**config.mk**
```make
export PLATFORM = sky130hd
export DESIGN_NAME = rrnt_ctrl
export DESIGN_NICKNAME = d
export VERILOG_FILES = /design/src/hdl/rrnt_pkg.sv /design/src/hdl/rrnt_ctrl.sv
export SDC_FILE = /design/constraint.sdc
export NUM_CORES = 1
export LEC_CHECK = 0
export BUFFER_PORTS_ARGS = -buffer_cell sky130_fd_sc_hd__buf_2
export CAP_MARGIN = 30
export CORE_AREA = 2 2 39 41
export DETAILED_ROUTE_END_ITERATION = 10
export DIE_AREA = 0 0 41 43
export HOLD_SLACK_MARGIN = 0.1
export PLACE_DENSITY = 0.48
export SYNTH_ARGS = -nofsm -noshare
export SYNTH_HDL_FRONTEND = slang
export SYNTH_SLANG_ARGS = --single-unit
export TNS_END_PERCENT = 50
```
**constraint.sdc**
```tcl
create_clock -name clk_i -period 1.62 [get_ports clk_i]
set_clock_uncertainty 0.05 [all_clocks]
set_input_delay 0.243 -clock clk_i [delete_from_list [all_inputs] [get_ports clk_i]]
set_output_delay 0.243 -clock clk_i [all_outputs]
set_load 0.05 [all_outputs]
```
**src/hdl/rrnt_pkg.sv**
```systemverilog
`default_nettype none
// ----------------------------------------------------------------------------
// rrnt_pkg
// Shared constants, codes and types of the reliable reader nack tracker.
// ----------------------------------------------------------------------------
package rrnt_pkg;

  localparam int unsigned WRITERS    = 16;
  localparam int unsigned SLOT_W     = 4;
  localparam int unsigned WINDOW     = 64;
  localparam int unsigned IDX_W      = $clog2(WINDOW);
  localparam int unsigned MAX_NACK   = 8;
  localparam int unsigned LIM_W      = 4;
  localparam int unsigned SEQ_W      = 64;
  localparam int unsigned TIME_W     = 48;
  localparam int unsigned ID_W       = 32;
  localparam int unsigned ADDR_W     = 32;
  localparam int unsigned PORT_W     = 16;
  localparam int unsigned STAMP_W    = 32;
  localparam int unsigned INTERVAL_W = 16;

  localparam logic [INTERVAL_W-1:0] INTERVAL_RST = 16'd500;
  localparam logic [LIM_W-1:0]      MAXSEQ_RST   = 4'd8;

  // register index, taken from paddr[2]
  localparam logic REG_INTERVAL = 1'b0;
  localparam logic REG_MAXSEQ   = 1'b1;

  // message kinds
  localparam logic MODE_DATA      = 1'b0;
  localparam logic MODE_HEARTBEAT = 1'b1;

  typedef enum logic [3:0] {
    CMD_NONE,
    CMD_LOAD,
    CMD_DIFF,
    CMD_APPLY,
    CMD_SHIFT,
    CMD_WRAP,
    CMD_RATE,
    CMD_WRITE,
    CMD_SCAN
  } cmd_op_e;

  typedef struct packed {
    logic    in_load;
    cmd_op_e op;
  } cmd_t;

  typedef struct packed {
    logic slot_ok;
    logic shift_go;
    logic rcv0;
    logic run_ok;
    logic scan_done;
  } status_t;

  typedef struct packed {
    logic [TIME_W-1:0] now;
    logic [PORT_W-1:0] port;
    logic [ADDR_W-1:0] addr;
    logic [SEQ_W-1:0]  last;
    logic [SEQ_W-1:0]  first;
    logic [SEQ_W-1:0]  seq;
    logic [ID_W-1:0]   rid;
    logic [ID_W-1:0]   wid;
    logic [SLOT_W-1:0] slot;
    logic              mode;
  } item_t;

  typedef struct packed {
    logic               last_in_run;
    logic [STAMP_W-1:0] stamp;
    logic [SEQ_W-1:0]   missing;
    logic [PORT_W-1:0]  port;
    logic [ADDR_W-1:0]  addr;
    logic [ID_W-1:0]    rid;
    logic [ID_W-1:0]    wid;
  } res_t;

endpackage
`default_nettype wire

```
**src/hdl/rrnt_ctrl.sv**
```systemverilog
`default_nettype none
// ----------------------------------------------------------------------------
// rrnt_ctrl
// Sequencer: steps one message through load, compare, update, write back
// and the scan that emits the acknowledgement run.
// ----------------------------------------------------------------------------
module rrnt_ctrl (
  input  wire logic             clk_i,
  input  wire logic             rst_ni,
  input  wire logic             in_valid_i,
  output logic                  in_ready_o,
  input  wire rrnt_pkg::status_t status_i,
  output rrnt_pkg::cmd_t        cmd_o
);

  typedef enum logic [3:0] {
    ST_IDLE, ST_LOAD, ST_DIFF, ST_APPLY, ST_SHIFT, ST_WRAP, ST_RATE, ST_WRITE, ST_SCAN
  } state_e;

  state_e state_q;

  assign in_ready_o     = (state_q == ST_IDLE);

  always_comb begin
    cmd_o.in_load = in_valid_i && (state_q == ST_IDLE);
    case (state_q)
      ST_LOAD:  cmd_o.op = rrnt_pkg::CMD_LOAD;
      ST_DIFF:  cmd_o.op = rrnt_pkg::CMD_DIFF;
      ST_APPLY: cmd_o.op = rrnt_pkg::CMD_APPLY;
      ST_SHIFT: cmd_o.op = rrnt_pkg::CMD_SHIFT;
      ST_WRAP:  cmd_o.op = rrnt_pkg::CMD_WRAP;
      ST_RATE:  cmd_o.op = rrnt_pkg::CMD_RATE;
      ST_WRITE: cmd_o.op = rrnt_pkg::CMD_WRITE;
      ST_SCAN:  cmd_o.op = rrnt_pkg::CMD_SCAN;
      default:  cmd_o.op = rrnt_pkg::CMD_NONE;
    endcase
  end

  always_ff @(posedge clk_i or negedge rst_ni) begin
    if (!rst_ni) begin
      state_q <= ST_IDLE;
    end else begin
      case (state_q)
        ST_IDLE:  if (in_valid_i) state_q <= ST_LOAD;
        ST_LOAD:  state_q <= status_i.slot_ok ? ST_DIFF : ST_IDLE;
        ST_DIFF:  state_q <= ST_APPLY;
        ST_APPLY: state_q <= status_i.shift_go ? ST_SHIFT : ST_RATE;
        ST_SHIFT: if (!status_i.rcv0) state_q <= ST_WRAP;
        ST_WRAP:  state_q <= ST_RATE;
        ST_RATE:  state_q <= ST_WRITE;
        ST_WRITE: state_q <= status_i.run_ok ? ST_SCAN : ST_IDLE;
        ST_SCAN:  if (status_i.scan_done) state_q <= ST_IDLE;
        default:  state_q <= ST_IDLE;
      endcase
    end
  end

endmodule
`default_nettype wire

```
== After elaboration in Yosys (flattened, before gate mapping) ==
Memory sizes are Yosys's and may differ from the RTL's.
Cells that the tools add are included.

* Output and inout port bits: 6
* Latch bits: 0
* Register bits: 4
* Memories: 1
* ROM bits: 64
* Bits of input ports: 8
* Bits in writable memories: 0
* Word-level logic and storage cells: 23

* Bitwise logic cells: 0
* Shifts and indexed selects: 0
* $add $sub $neg: 0
* Eq/ne operators: 11
* $lt $le $gt $ge: 0
* Multipliers: 0
* Multiplexer cells: 7
* Div/mod/pow operators: 0
* Reductions and logical operators: 3

{| class="wikitable"
|+ Memory list
! name !! words !! bits a word !! rd ports !! clocked after Yosys merged registers in !! write ports !! RTL line !! text
|-
| (no name shown) || 16 || 4 || 1 || 0 || 0 || rrnt_ctrl.sv:26 || <nowiki>case (state_q)</nowiki>
|}

{| class="wikitable"
|+ Operators by type and width
! cell !! number
|-
| $pmux W4 S9 || 1
|-
| $eq A4 B3 Y1 const B || 4
|-
| $mux W4 || 4
|-
| $eq A4 B2 Y1 const B || 2
|-
| $ne A2 B2 Y1 const B || 3
|-
| $eq A4 B1 Y1 const B || 1
|-
| $eq A4 B4 Y1 const B || 1
|-
| $logic_not A4 Y1 || 1
|-
| $mux W2 || 2
|-
| $reduce_and A3 Y1 || 1
|-
| $logic_and A1 B1 Y1 || 1
|}

== Longest topological paths before layout ==
* Depth after elaboration: 3
* Mapped depth: 3
* Depth with buffers taken out: 2

== Worst setup path after synthesis ==
OpenSTA, ideal clock, no wires.

* Kind: reg2out
* From: register state_q[2]
* To: output port cmd_o[4] (netlist bit)
* Setup slack: -0.693 ns
* Arrival: 2.020 ns
* Stages on the path, launching flop included: 4
* Path buffers: 1
* Required time: 1.327 ns
* Cells stage by stage: dfrtp_1 buf_6 nor4_2 and2_1

{| class="wikitable"
|+ RTL lines
! item !! RTL line !! text
|-
| from (decl) || rrnt_ctrl.sv:20 || <nowiki>state_e state_q;</nowiki>
|-
| from (signal assigned) || rrnt_ctrl.sv:45 || <nowiki>ST_LOAD: state_q <= status_i.slot_ok ? ST_DIFF : ST_IDLE;</nowiki>
|-
| from (signal assigned) || rrnt_ctrl.sv:47 || <nowiki>ST_APPLY: state_q <= status_i.shift_go ? ST_SHIFT : ST_RATE;</nowiki>
|-
| from (signal assigned) || rrnt_ctrl.sv:51 || <nowiki>ST_WRITE: state_q <= status_i.run_ok ? ST_SCAN : ST_IDLE;</nowiki>
|-
| to (decl) || rrnt_ctrl.sv:13 || <nowiki>output rrnt_pkg::cmd_t cmd_o</nowiki>
|}

==> reports/metrics.cfg <==
[sta]
fin_crit_sh_pct=96.51
tightest_slew_ns=0.2496
grt_setup_unrepaired=yes
period_minus_slack_ns=1.563
slew_headroom_pct=83.47
maxSlewViolCount=0
fmax_mhz=639.6
timing.final.ws_setup_ns=0.05661
tns_ns=0
final_hold_viol_count=0
setup-violations-final=0
holdWs_ns=0.2437

[placed_design]
portBuffers=13
dp_slack_ns=0.1456
globalplace.congestion=0.6460
dpl.cell_count=54

[floorplanning]
dieArea_mm2=0.001763
pin_count=14
die_x_um=41
core_region_area_mm2=0.001384
rows=14
die_h_um=43
start_util_pct=18.81

[layout]
largest_registers=state_q: 4 flops
layoutNonFillerInstCount=59
drive_above_1_share_pct=58.14
area_growth_pct=58.17
num_antenna_cells=0
largest_register_ffs=4
utilization_pct=29.75
nNetsFinal=53
regMostFlops=state_q

[drt]
routed-via-count=249
drt_wl_total_um=649
vias_per_cell=4.220
wl_per_cell_um=11.00
postRouteAntennaNets=0
drtIter0Drc=5
drc_errors=0
drtPass1Iterations=3

[power]
vdd_drop_max_v=0.0006843
powerDensity_mw_per_mm2=2247
p_leak_nw=0.2015

[clock_tree]
cts_tree=yes
root_buffer=clkbuf_4
clock_sinks=4
cts_buffers=3
clockBufferDepth=2
htreeDepth=1
clk_pin_slew_ns=0.04
worstSkewPairLatency_ns=0.23

[synthesis]
ys_async_sr_fraction_pct=100.0
synth_top_cells_by_count=4 x dfrtp_1, 3 x and2b_1, 2 x and2_1, 2 x nand2b_1
avgSynthCellArea_um2=10.01
synth_nets=34
seq_area_frac_synth_pct=38.46
yosysMostFrequentCell=dfrtp_1
synth_cell_types=19
netlist_instances=26
synth-edff-count=0
synth_area_leader_cell=dfrtp_1
synth_area_leaders=dfrtp_1 38%, and2b_1 8.7%, and2_1 4.8%, nand2b_1 4.8%, nor4_2 4.8%
ys_warn_count=0
synthFlopType=dfrtp_1
ys_ff_latch=4
synth_area_um2=260.3
yosys.area.top_type_share_pct=38.46

[worst_setup_path]
end_kind=primary output
worstSetupEndpoint=cmd_o[4]
cp_cell_sequence=nor4_4 -> and2_4 -> buf_8
critical_path_class=reg -> out
crit_required_ns=1.33
startpoint=state_q[0]
cp.arrival_ns=1.27
path_buf_inv=1
r2r_start=state_q[0]
path_max_fanout=5
r2r-end=state_q[3]
rrSetupSlack_ns=0.46
worstRegToRegCells=3
start_kind=register
cp_top_family=flip-flops
worst_path_largest_cell_delay_ns=0.45
path_depth=3
slowest_stage=dfrtp_2

[grt]
antenna_found_initial=0
gr-total-overflow=0
grtUsageMet3_pct=1.571
use_met2_pct=10.31
busiest_layer=met1
grt_max_degree=11
grt_pass1_vias=248
grt_pass1_wl_mm=1.035
grt_use_met1_pct=12.30
grt_usage_pct=9.256

[hold_path]
whs_path_depth=3
hp-class=in -> reg

[flow_run]
maxCapViolations=0

[run_status]
status=finished clean

## area by class of cell
class | instances | area, µm²
fill | 152 | 972.2
tap | 16 | 20.02
multi-input combinational | 19 | 156.4
timing repair buffer | 16 | 105.1
sequential | 4 | 103.9
inverter | 1 | 3.754
clock buffer | 3 | 22.52
## stage by stage
stage	power (W)	instance area, µm²
floorplan	0.0006725	277.8
global placement	0.0007328	347.8
detailed placement	0.0007305	347.8
CTS	0.0008766	390.4
global route	0.0009860	411.6
finish	0.0009250	411.6
## worst register-to-register path, stage by stage, from the launching register on
cell	delay (ns)
dfrtp_2	0.45
buf_4	0.17
and3_1	0.16
a22o_1	0.22
## cell families (layout without fill, tap and decap cells)
| kind of cell | after synthesis | in the layout | synth area share (%) |
|---|---|---|---|
| AOI/OAI and AO/OA | 7 | 7 | 21.15 |
| buffers and inverters | 3 | 20 | 7.689 |
| DFF | 4 | 4 | 38.46 |
| and+or+nand+nor | 12 | 12 | 32.69 |
## report_power, final
group	switching (W)	internal, W
sequential	0.000104	0.000152
clock	0.0000442	0.0000831
combinational	0.000332	0.000210
total	0.000480	0.000445
## worst min-delay path by stage
stage / end / startpoint
2_1_floorplan: state_q[0] / rst_ni
3_5_place_dp: state_q[2] / rst_ni
3_3_place_gp: state_q[2] / rst_ni
4_1_cts: state_q[0] / in_valid_i
5_1_grt: state_q[1] / status_i[3]
6_report: state_q[1] / status_i[3]
## repair_timing
item / CTS / global route
setup buffers: 0 / 1
endpoints found under the hold margin: 4 / 0
endpoints found under the setup margin: 3 / 4
hold buffers: 1 / 0
gates resized for setup: 4 / 5
## routing by layer
layer / vias up / routed length, µm
met3: 0 / 27
met4: 0 / 0
met5: - / 0
li1: 128 / -
met2: 7 / 317
met1: 114 / 305
## cell usage in the layout (no fill, tap or decap), types with 2 or more instances in the layout
cell      synthesis  final
and2b_1           3      3
dfrtp_2           0      3
clkbuf_4          0      4
nand2b_1          2      2
buf_2             1     10
buf_4             0      3
Note: power is estimated with default switching activity, not from simulation.
